## config.mk

```make
export PLATFORM = sky130hd
export DESIGN_NAME = canonical_decimal_int_parser
export DESIGN_NICKNAME = d
export VERILOG_FILES = /design/src/sv/cdip_pkg.sv /design/src/sv/cdip_step.sv /design/src/sv/canonical_decimal_int_parser.sv
export SDC_FILE = /design/constraint.sdc
export NUM_CORES = 1
export LEC_CHECK = 0
export BUFFER_PORTS_ARGS = -buffer_cell sky130_fd_sc_hd__buf_2
export CAP_MARGIN = 40
export CORE_MARGIN = 3
export CORE_UTILIZATION = 51
export CTS_CLUSTER_SIZE = 10
export DETAILED_ROUTE_END_ITERATION = 8
export PLACE_DENSITY_LB_ADDON = 0.05
export SYNTH_ARGS = -nofsm -noshare
export SYNTH_HDL_FRONTEND = slang
export SYNTH_HIERARCHICAL = 1
export SYNTH_SLANG_ARGS = --single-unit
export TNS_END_PERCENT = 10
```

## constraint.sdc

```tcl
create_clock -name clk -period 18.6 [get_ports clk]
set_input_delay 1.86 -clock clk [delete_from_list [all_inputs] [get_ports clk]]
set_output_delay 1.86 -clock clk [all_outputs]
set_load 0.005 [all_outputs]
```

## src/sv/cdip_pkg.sv

```systemverilog
// Types and constants for the canonical decimal integer parser.
// No dependencies; used by every module of the block.
`default_nettype none

package cdip_pkg;

  localparam logic [7:0] CHAR_ZERO  = 8'h30;
  localparam logic [7:0] CHAR_NINE  = 8'h39;
  localparam logic [7:0] CHAR_MINUS = 8'h2D;

  localparam int unsigned ValW  = 64;
  localparam int unsigned ProdW = ValW + 4;

  typedef enum logic [2:0] {
    ERR_NONE         = 3'd0,
    ERR_EMPTY        = 3'd1,
    ERR_BAD_CHAR     = 3'd2,
    ERR_LEADING_ZERO = 3'd3,
    ERR_OVERFLOW     = 3'd4
  } err_kind_t;

  typedef struct packed {
    logic              mode_signed;
    logic [ValW-1:0]   magnitude;
    logic              is_negative;
    logic              digit_seen;
    logic              first_zero;
    err_kind_t         err;
    logic              char_seen;
    logic              text_open;
  } parse_state_t;

  typedef struct packed {
    logic            ok;
    logic [ValW-1:0] value;
    err_kind_t       err;
  } parse_result_t;

endpackage

`default_nettype wire

```

## src/sv/cdip_step.sv

```systemverilog
// One-word parse step: next parser state and the result for a closing word.
// Depends on cdip_pkg.
`default_nettype none

module cdip_step (
  input  cdip_pkg::parse_state_t  state_i,
  input  logic                    op,
  input  logic [7:0]              char_code,
  input  logic                    start_req,
  input  logic                    last,
  input  logic                    no_char,
  output cdip_pkg::parse_state_t  state_o,
  output cdip_pkg::parse_result_t result_o
);
  import cdip_pkg::*;

  parse_state_t    base;
  parse_state_t    taken;
  logic            first;
  logic            is_digit;
  logic [3:0]      digit;
  logic [ProdW-1:0] prod;
  logic [ProdW-1:0] limit;
  err_kind_t       fin_err;

  assign is_digit = (char_code >= CHAR_ZERO) && (char_code <= CHAR_NINE);
  assign digit    = 4'(char_code - CHAR_ZERO);

  // mag*10 + d, wide enough that it cannot wrap
  assign prod = ({4'd0, base.magnitude} << 3) + ({4'd0, base.magnitude} << 1)
              + {{(ProdW-4){1'b0}}, digit};

  always_comb begin
    if (!base.mode_signed) begin
      limit = {4'd0, {ValW{1'b1}}};
    end else if (base.is_negative) begin
      limit = {{(ProdW-ValW){1'b0}}, 1'b1, {(ValW-1){1'b0}}};
    end else begin
      limit = {{(ProdW-ValW+1){1'b0}}, {(ValW-1){1'b1}}};
    end
  end

  always_comb begin
    base = state_i;
    if (start_req || !state_i.text_open) begin
      base.magnitude   = '0;
      base.is_negative = 1'b0;
      base.digit_seen  = 1'b0;
      base.first_zero  = 1'b0;
      base.err         = ERR_NONE;
      base.char_seen   = 1'b0;
      base.mode_signed = op;
      base.text_open   = 1'b1;
    end
  end

  assign first = !base.char_seen;

  always_comb begin
    taken = base;
    if (!no_char) begin
      taken.char_seen = 1'b1;
      priority if (base.err != ERR_NONE) begin
        taken.err = base.err;
      end else if (first && base.mode_signed && char_code == CHAR_MINUS) begin
        taken.is_negative = 1'b1;
      end else if (base.digit_seen && base.first_zero) begin
        taken.err = ERR_LEADING_ZERO;
      end else if (!is_digit) begin
        taken.err = ERR_BAD_CHAR;
      end else begin
        if (!base.digit_seen) begin
          taken.digit_seen = 1'b1;
          taken.first_zero = (digit == 4'd0);
        end
        if (prod > limit) begin
          taken.err = ERR_OVERFLOW;
        end else begin
          taken.magnitude = prod[ValW-1:0];
        end
      end
    end
  end

  always_comb begin
    fin_err = taken.err;
    if (taken.err == ERR_NONE) begin
      priority if (!taken.char_seen) begin
        fin_err = ERR_EMPTY;
      end else if (!taken.digit_seen) begin
        fin_err = ERR_BAD_CHAR;
      end else if (taken.is_negative && taken.magnitude == '0) begin
        fin_err = ERR_LEADING_ZERO;
      end else begin
        fin_err = ERR_NONE;
      end
    end
  end

  always_comb begin
    result_o.err   = fin_err;
    result_o.ok    = (fin_err == ERR_NONE);
    result_o.value = '0;
    if (fin_err == ERR_NONE) begin
      result_o.value = taken.is_negative ? (~taken.magnitude + 64'd1) : taken.magnitude;
    end
  end

  // a closing word leaves the text closed and cleared; mode is kept
  always_comb begin
    state_o = taken;
    if (last) begin
      state_o.magnitude   = '0;
      state_o.is_negative = 1'b0;
      state_o.digit_seen  = 1'b0;
      state_o.first_zero  = 1'b0;
      state_o.err         = ERR_NONE;
      state_o.char_seen   = 1'b0;
      state_o.text_open   = 1'b0;
    end
  end

endmodule

`default_nettype wire

```

## src/sv/canonical_decimal_int_parser.sv

```systemverilog
// Top level of the strict decimal text to 64-bit integer parser.
// Depends on cdip_pkg and cdip_step.
//
//   channel  dir  handshake          payload
//   in_      in   in_valid/in_stall  op, char_code, start_req, last, no_char
//   out_     out  out_valid/out_stall ok, value, error_kind
//
// One word per cycle while in_stall is low: a word is registered, then one parse step
// (multiply by ten, add digit, limit compare) updates the state.
// A closing word's parse step writes its result into the result register.
// in_stall rises only when a closing word waits for a full result register.
// rst_n (synchronous) clears the text state and both valid flags.
`default_nettype none

module canonical_decimal_int_parser (
  input  logic        clk,
  input  logic        rst_n,
  input  logic        in_valid,
  output logic        in_stall,
  input  logic        in_op,
  input  logic [7:0]  in_char_code,
  input  logic        in_start_req,
  input  logic        in_last,
  input  logic        in_no_char,
  output logic        out_valid,
  input  logic        out_stall,
  output logic        out_ok,
  output logic [63:0] out_value,
  output logic [2:0]  out_error_kind
);
  import cdip_pkg::*;

  logic          s1_valid_r;
  logic          s1_op_r;
  logic [7:0]    s1_char_r;
  logic          s1_start_r;
  logic          s1_last_r;
  logic          s1_no_char_r;

  parse_state_t  state_r;
  parse_state_t  state_nxt;
  parse_result_t result_nxt;

  logic          out_valid_r;
  parse_result_t out_r;

  logic          out_free;
  logic          s1_go;
  logic          in_take;

  assign out_free = !out_valid_r || !out_stall;
  assign s1_go    = s1_valid_r && (!s1_last_r || out_free);
  assign in_stall = s1_valid_r && s1_last_r && !out_free;
  assign in_take  = in_valid && !in_stall;

  cdip_step u_step (
    .state_i   (state_r),
    .op        (s1_op_r),
    .char_code (s1_char_r),
    .start_req (s1_start_r),
    .last      (s1_last_r),
    .no_char   (s1_no_char_r),
    .state_o   (state_nxt),
    .result_o  (result_nxt)
  );

  always_ff @(posedge clk) begin
    if (!rst_n) begin
      s1_valid_r <= 1'b0;
    end else if (!in_stall) begin
      s1_valid_r <= in_valid;
    end
  end

  always_ff @(posedge clk) begin
    if (in_take) begin
      s1_op_r      <= in_op;
      s1_char_r    <= in_char_code;
      s1_start_r   <= in_start_req;
      s1_last_r    <= in_last;
      s1_no_char_r <= in_no_char;
    end
  end

  always_ff @(posedge clk) begin
    if (!rst_n) begin
      state_r <= '0;
    end else if (s1_go) begin
      state_r <= state_nxt;
    end
  end

  always_ff @(posedge clk) begin
    if (!rst_n) begin
      out_valid_r <= 1'b0;
    end else if (s1_go && s1_last_r) begin
      out_valid_r <= 1'b1;
    end else if (!out_stall) begin
      out_valid_r <= 1'b0;
    end
  end

  always_ff @(posedge clk) begin
    if (s1_go && s1_last_r) begin
      out_r <= result_nxt;
    end
  end

  assign out_valid      = out_valid_r;
  assign out_ok         = out_r.ok;
  assign out_value      = out_r.value;
  assign out_error_kind = out_r.err;

endmodule

`default_nettype wire

```

==> impl_metrics.sql, run 1 <==
INSERT INTO impl_metrics (metric_group, metric, value, unit) VALUES
('run_status', 'outcome', 'finished, final reports clean', ''),
('worst_setup_path', 'worstSetupStartpointType', 'flop', ''),
('synth', 'synth-xor-area-share', '3.89', '%'),
('sta', 'setup_viol_count_final', '0', ''),
('power', 'p_per_area', '40.4', 'mW/mm^2'),
('worst_setup_path', 'worst_ep_required_time', '18.76', 'ns'),
('final_layout', 'layout-drive-gt1-share', '9.00', '%'),
('synth', 'synth_seq_area_share', '21.9', '%'),
('synth', 'dominantRegCellSynth', 'sky130_fd_sc_hd__edfxtp_1', ''),
('synth', 'synthAdderAreaFrac', '13.7', '%'),
('sta', 'worst_slew_margin_rel', '36.9', '%'),
('clocking', 'postCtsSetupBuffers', '0', ''),
('synth', 'library_cell_with_the_largest_summed_area_after_synthesis', 'sky130_fd_sc_hd__ha_1', ''),
('detailed_routing', 'firstDrtPassIters', '5', ''),
('power', 'worst_ir_drop_vdd', '0.0641', 'mV'),
('clocking', 'cts_hold_buf', '0', ''),
('clocking', 'cts_h_tree_lvls', '4', ''),
('grt', 'antenna_found_initial', '0', ''),
('worst_setup_path', 'timing_worst_setup_path_type', 'reg -> reg', ''),
('worst_setup_path', 'crit_slowest_cell', 'sky130_fd_sc_hd__a21boi_0', ''),
('sta', 'grt_setup_unrepaired', 'false', ''),
('synth', 'yosys.area_share.simple', '27.0', '%'),
('sta', 'tns', '0', 'ns'),
('synth', 'compound_cell_area_share_of_the_yosys_netlist', '20.2', '%'),
('sta', 'worst_hold_slack', '0.456', 'ns'),
('place', 'number_of_input_and_output_port_buffers_inserted', '85', ''),
('synth', 'synth-async-reset-ratio', '0', '%'),
('synth', 'synth.net_count', '2490', ''),
('sta', 'finalWorstSetupSlack', '7.01', 'ns'),
('worst_setup_path', 'critPathCaptureType', 'flop', ''),
('detailed_routing', 'routed_wl', '65.5', 'mm'),
('floorplan', 'core.rowCount', '67', ''),
('worst_setup_path', 'reg2reg_setup_slack', '7.01', 'ns'),
('final_layout', 'final_net_count', '2509', ''),
('sta', 'fmaxAchievable', '86.3', 'MHz'),
('worst_setup_path', 'critical_path_arrival', '11.76', 'ns'),
('floorplan', 'die_y', '193', 'um'),
('worst_setup_path', 'critical_path.n_buffers_inverters', '4', ''),
('clocking', 'post_cts.resized_instances', '0', ''),
('synth', 'syn_area_per_cell', '7.80', 'sq um'),
('sta', 'timing_worst_slew_pin_value', '0.946', 'ns'),
('detailed_routing', 'initialDrtViolationCount', '1651', ''),
('final_layout', 'layout.cell_area.non_filler', '0.0190', 'sq mm'),
('clocking', 'tritoncts.num_buffers', '17', ''),
('clocking', 'clk_pin_slew_worst_paths', '0.07', 'ns'),
('detailed_routing', 'detail_route.wl_per_cell', '23.7', 'um'),
('clocking', 'clockRootBuffer', 'sky130_fd_sc_hd__clkbuf_16', ''),
('power', 'p_total', '0.769', 'mW'),
('hold_path', 'holdCritPathClass', 'reg -> reg', ''),
('run', 'max_cap_violations', '0', ''),
('clocking', 'tritoncts_clock_tree', 'yes', ''),
('synth', 'synth.cell_area', '0.0178', 'sq mm'),
('place', 'finalWeightedCongestion', '0.992', ''),
('sta', 'timing.final.crit_share', '62.3', '%'),
('sta', 'hold_viol', '0', ''),
('sta', 'worst_clock_skew', '0.0126', 'ns'),
('final_layout', 'multi_input_comb_area', '0.0131', 'sq mm'),
('worst_setup_path', 'cp_max_fo', '86', ''),
('place', 'dpl_cell_area', '0.0184', 'sq mm'),
('grt', 'grt_max_degree', '89', ''),
('synth', 'total_number_of_yosys_warnings', '6', ''),
('synth', 'synth_seq_cells', '155', ''),
('grt', 'grt_util_all_layers', '34.6', '%'),
('clocking', 'worstSkewPairLatency', '0.44', 'ns'),
('synth', 'postSynthCellCount', '2280', ''),
('place', 'detailed_place_hpwl', '51.3', 'mm'),
('synth', 'yosysMostFrequentCell', 'sky130_fd_sc_hd__nand2_1', ''),
('sta', 'timing.final.crit_period', '11.59', 'ns'),
('place', 'place_ws', '7.40', 'ns'),
('floorplan', 'core-area', '0.0340', 'sq mm'),
('power', 'power.static_leakage', '7.89', 'nW');
## layer usage
layer | GRT usage, % | routed length, um | vias to the layer above
met5 | 0 | 0 | -
li1 | - | - | 8488
met3 | 5.07 | 4370 | 192
met4 | 17.3 | 3670 | 0
met1 | 44.5 | 27500 | 8568
met2 | 56.5 | 29900 | 798
## cell type report
cell class | instances | area share, %
Clock buffer | 17 | 2.24
Inverter | 52 | 1.03
Clock inverter | 15 | 0.829
Timing Repair Buffer | 116 | 3.65
Sequential cell | 155 | 20.5
Tap cell | 448 | 2.95
Multi-Input combinational cell | 1957 | 68.8
## metrics by stage
step / std cells / utilization [%]
CTS: 2759 / 56.0
finish: 2760 / 56.0
global placement: 2717 / 54.0
floorplan: 2280 / -
detailed placement: 2727 / 54.3
global route: 2760 / 56.0
## tightest hold or removal path, stage by stage (launching register included)
cell and delay (ns):
sky130_fd_sc_hd__dfxtp_1 0.31, sky130_fd_sc_hd__nand2_1 0.05, sky130_fd_sc_hd__mux2i_1 0.05
## where the power goes
part	switching, mW	total (mW)	internal (mW)	leakage (nW)
clock network	0.162	0.352	0.189	0.285
registers	0.00379	0.370	0.366	1.26
logic	0.0321	0.0480	0.0159	6.34
## path summary, 6_finish.rpt
check,endpoint,cells past startpoint,start
worst min register to register,state_r[70],2,state_r[70]
worst max-delay path,out_value[27],33,s1_start_r
worst max register to register,out_value[27],33,s1_start_r
worst min-delay path,state_r[70],2,state_r[70]
## registers in the layout (all words and copies together), names as in the netlist
signal	flops
state_r	73
s1_valid_r	1
s1_start_r	1
s1_last_r	1
out_ok	1
out_error_kind	3
s1_op_r	1
out_valid	1
out_value	64
s1_no_char_r	1
s1_char_r	8
## layout by cell type, fill, tap and decap left out, types with 32 or more instances in the layout
cell                       instances
sky130_fd_sc_hd__mux2i_1         139
sky130_fd_sc_hd__ha_1            193
sky130_fd_sc_hd__buf_2            89
sky130_fd_sc_hd__inv_1            49
sky130_fd_sc_hd__nand4_1          42
sky130_fd_sc_hd__and2_1           81
sky130_fd_sc_hd__nor2_1          240
sky130_fd_sc_hd__a21oi_1         154
sky130_fd_sc_hd__nand3_1          53
sky130_fd_sc_hd__nor3_1           69
sky130_fd_sc_hd__xnor2_1          41
sky130_fd_sc_hd__dfxtp_1          75
sky130_fd_sc_hd__o21ai_0         114
sky130_fd_sc_hd__edfxtp_1         80
sky130_fd_sc_hd__nand2_1         320
sky130_fd_sc_hd__or3_1            32
sky130_fd_sc_hd__xor2_1           38
## cell families after synthesis
family,count (synthesis)
AO/OA/AOI/OAI,541
XOR/XNOR,79
adder cells (fa/ha/maj),194
buffers and inverters,168
flip-flops,155
multiplexers,151
AND/OR/NAND/NOR,992
No activity file was read; power rests on OpenSTA's default activity.
==> run 2, diff against run 1 <==
ABC_AREA = 1   (was default)
clock period = 11.1 ns   (was 18.6 ns; I/O delays follow)
==> impl_metrics.sql, run 2 <==
INSERT INTO impl_metrics (metric_group, metric, value, unit) VALUES
('run_status', 'outcome', 'finished, final reports clean', ''),
('grt', 'grt_max_degree', '95', ''),
('sta', 'timing.final.crit_period', '9.12', 'ns'),
('place', 'place_ws', '2.31', 'ns'),
('grt', 'grt_util_all_layers', '35.1', '%'),
('synth', 'syn_area_per_cell', '6.06', 'sq um'),
('synth', 'synth_area_leaders', 'sky130_fd_sc_hd__nand2_1, sky130_fd_sc_hd__ha_1, sky130_fd_sc_hd__edfxtp_1, sky130_fd_sc_hd__nor2_1, sky130_fd_sc_hd__inv_1', ''),
('synth', 'synth_seq_area_share', '21.6', '%'),
('final_layout', 'layout.cells.most_common', 'sky130_fd_sc_hd__nand2_1', ''),
('worst_setup_path', 'critical_path.reg2reg.endpoint', 'out_value[8]', ''),
('synth', 'dominantRegCellSynth', 'sky130_fd_sc_hd__edfxtp_1', ''),
('detailed_routing', 'routed_wl', '68.2', 'mm'),
('detailed_routing', 'vias', '19800', ''),
('worst_setup_path', 'timing.reg2reg.worst_path_depth', '42', ''),
('power', 'p_per_area', '78.4', 'mW/mm^2'),
('synth', 'synth_top_cells_by_count', 'sky130_fd_sc_hd__nand2_1, sky130_fd_sc_hd__nor2_1, sky130_fd_sc_hd__inv_1', ''),
('worst_setup_path', 'cpPeakStageDelay', '0.58', 'ns'),
('final_layout', 'synthToLayoutAreaGrowth', '6.47', '%'),
('synth', 'total_number_of_yosys_warnings', '6', ''),
('grt', 'grt_pass1_vias', '18700', ''),
('clocking', 'tritoncts.num_buffers', '17', ''),
('floorplan', 'die_area', '0.0378', 'sq mm'),
('final_layout', 'final_net_count', '3223', ''),
('clocking', 'cts_h_tree_lvls', '4', ''),
('synth', 'synth-async-reset-ratio', '0', '%'),
('grt', 'grt_ovf', '0', ''),
('worst_setup_path', 'critical_path.reg2reg.startpoint', 's1_start_r', ''),
('place', 'dpl_cell_area', '0.0187', 'sq mm'),
('synth', 'yosysUniqueCellTypes', '51', ''),
('clocking', 'postCtsSetupBuffers', '0', ''),
('worst_setup_path', 'cp_max_fo', '56', ''),
('run', 'max_cap_violations', '0', ''),
('worst_setup_path', 'crit_slowest_cell', 'sky130_fd_sc_hd__buf_4', ''),
('hold_path', 'hold_path_depth', '2', ''),
('floorplan', 'initial_utilization', '52.1', '%'),
('clocking', 'cts-root-to-sink-buffers', '2', ''),
('final_layout', 'layout_common_cells', 'sky130_fd_sc_hd__nand2_1, sky130_fd_sc_hd__nor2_1, sky130_fd_sc_hd__inv_1', ''),
('sta', 'grt_setup_unrepaired', 'false', ''),
('clocking', 'cts_hold_buf', '0', ''),
('final_layout', 'layout-drive-gt1-share', '6.51', '%'),
('place', 'number_of_input_and_output_port_buffers_inserted', '85', ''),
('synth', 'library_cell_with_the_largest_summed_area_after_synthesis', 'sky130_fd_sc_hd__nand2_1', ''),
('floorplan', 'core-area', '0.0347', 'sq mm'),
('clocking', 'clock_sink_count', '155', ''),
('hold_path', 'endpoint_with_the_worst_hold_slack', 'state_r[72]', ''),
('sta', 'worst_slew_margin_rel', '37.9', '%'),
('floorplan', 'ioPinCount', '86', ''),
('clocking', 'clockRootBuffer', 'sky130_fd_sc_hd__clkbuf_16', ''),
('detailed_routing', 'postRouteAntennaNets', '0', ''),
('sta', 'hold_viol', '0', ''),
('detailed_routing', 'firstDrtPassIters', '6', ''),
('worst_setup_path', 'path_common_cell', 'sky130_fd_sc_hd__nand2_1', ''),
('sta', 'timing.final.crit_share', '82.2', '%'),
('detailed_routing', 'initialDrtViolationCount', '2054', ''),
('sta', 'worst_clock_skew', '0.0116', 'ns'),
('clocking', 'post_cts.resized_instances', '0', ''),
('floorplan', 'core.rowCount', '68', ''),
('synth', 'yosysMostFrequentCell', 'sky130_fd_sc_hd__nand2_1', ''),
('floorplan', 'die_x', '194', 'um'),
('clocking', 'worstSkewPairLatency', '0.45', 'ns'),
('power', 'power.static_leakage', '11.2', 'nW'),
('worst_setup_path', 'worstSetupStartpointType', 'flop', ''),
('synth', 'synth.cell_area', '0.0181', 'sq mm'),
('sta', 'worst_hold_slack', '0.484', 'ns'),
('synth', 'synthDominantCellAreaShare', '18.7', '%'),
('worst_setup_path', 'critPathCaptureType', 'flop', ''),
('detailed_routing', 'detail_route.vias_per_cell', '5.69', ''),
('clocking', 'tritoncts_clock_tree', 'yes', ''),
('hold_path', 'worstHoldStart', 'state_r[72]', ''),
('sta', 'finalWorstSetupSlack', '1.98', 'ns'),
('sta', 'timing_worst_slew_pin_value', '0.932', 'ns'),
('synth', 'synth_seq_cells', '155', ''),
('place', 'detailed_place_hpwl', '55.2', 'mm'),
('detailed_routing', 'detail_route.wl_per_cell', '19.6', 'um'),
('final_layout', 'largest_reg_flops', '73', ''),
('detailed_routing', 'remaining_drc_errors', '0', ''),
('final_layout', 'antenna_cells', '0', ''),
('synth', 'synth.net_count', '3196', ''),
('power', 'worst_ir_drop_vdd', '0.113', 'mV'),
('final_layout', 'largest_register', 'state_r', ''),
('synth', 'postSynthCellCount', '2986', ''),
('floorplan', 'die_y', '194', 'um'),
('sta', 'fmaxAchievable', '110', 'MHz'),
('worst_setup_path', 'worst_ep_required_time', '11.27', 'ns'),
('worst_setup_path', 'timing_worst_setup_path_type', 'reg -> reg', ''),
('grt', 'grt_pass1_wl', '105', 'mm'),
('grt', 'antenna_found_initial', '0', ''),
('worst_setup_path', 'critical_path_arrival', '9.29', 'ns'),
('worst_setup_path', 'reg2reg_setup_slack', '1.98', 'ns'),
('hold_path', 'holdCritPathClass', 'reg -> reg', ''),
('sta', 'setup_viol_count_final', '0', ''),
('place', 'finalWeightedCongestion', '1.06', ''),
('sta', 'finalMaxSlewViolations', '0', ''),
('power', 'p_total', '1.51', 'mW'),
('synth', 'synth_enable_flop_cells', '80', ''),
('clocking', 'clk_pin_slew_worst_paths', '0.07', 'ns'),
('final_layout', 'layout.cell_area.non_filler', '0.0193', 'sq mm'),
('sta', 'tns', '0', 'ns');
-- run 2: cell count changes after synthesis, sizes merged, moves of 28 or more --
| cell | previous run | this run |
|---|---|---|
| nand2 | 321 | 917 |
| inv | 52 | 430 |
| nor2 | 241 | 438 |
| nand3 | 54 | 207 |
| mux2i | 139 | 0 |
| and2 | 84 | 0 |
| a21oi | 164 | 243 |
| nor3 | 69 | 17 |
| o21ai | 118 | 67 |
| nand4 | 43 | 84 |
| or3 | 32 | 0 |
| clkbuf | 63 | 35 |
-- run 2: report_power, final --
part	switching [mW]	internal [mW]	total [mW]	leakage (nW)
clock	0.280	0.294	0.574	0.265
combinational	0.215	0.0851	0.300	9.42
sequential	0.0148	0.621	0.636	1.46
-- run 2: critical path, delay by kind of cell (launching register included) --
family	cells	cell delay [ns]
fa+ha+maj	3	0.96
compound gates	2	0.19
buf+inv	5	1.54
flops	1	0.43
simple gates	31	5.36
xor+xnor	1	0.24
-- run 2: final cells by class --
class | instances | area, sq um
Fill cell | 3638 | 15500
Multi-Input combinational cell | 2303 | 12000
Sequential cell | 155 | 3910
Inverter | 431 | 1620
Timing Repair Buffer | 105 | 628
Tap cell | 455 | 569
Clock buffer | 17 | 425
Clock inverter | 15 | 128
-- run 2: worst max path at each step --
stage / start / endpoint / cells past startpoint
2_1_floorplan: s1_start_r / out_value[61] / 32
3_3_place_gp: s1_start_r / out_value[48] / 41
3_5_place_dp: s1_start_r / out_value[8] / 41
4_1_cts: s1_start_r / out_value[8] / 41
5_1_grt: state_r[0] / out_value[8] / 45
6_report: s1_start_r / out_value[8] / 42
-- run 2: kinds of logic after synthesis --
family | count (synthesis) | share of synthesized area, %
and+or+nand+nor | 1695 | 39.1
buffers and inverters | 528 | 12.4
AOI/OAI and AO/OA | 354 | 10.5
adders and majority gates | 194 | 13.5
DFF | 155 | 21.6
xor gates and xnor gates | 60 | 2.91
-- run 2: layer usage --
metal  vias to the layer above  routed length, um  part of all wire (%)  GRT usage, %
li1                       9650                  -                     -             -
met1                      9046              29200                    43          46.3
met5                         -                  0                     0             0
met3                       176               5190                   7.6          5.36
met2                       923              30400                    45          57.4
met4                         0               3350                   4.9          15.3
-- run 2: per-stage QoR --
step	std cells	util [%]
after floorplan	2986	-
after global placement	3446	53.7
after detailed placement	3449	53.9
after CTS	3481	55.5
after global routing	3481	55.5
final	3481	55.5
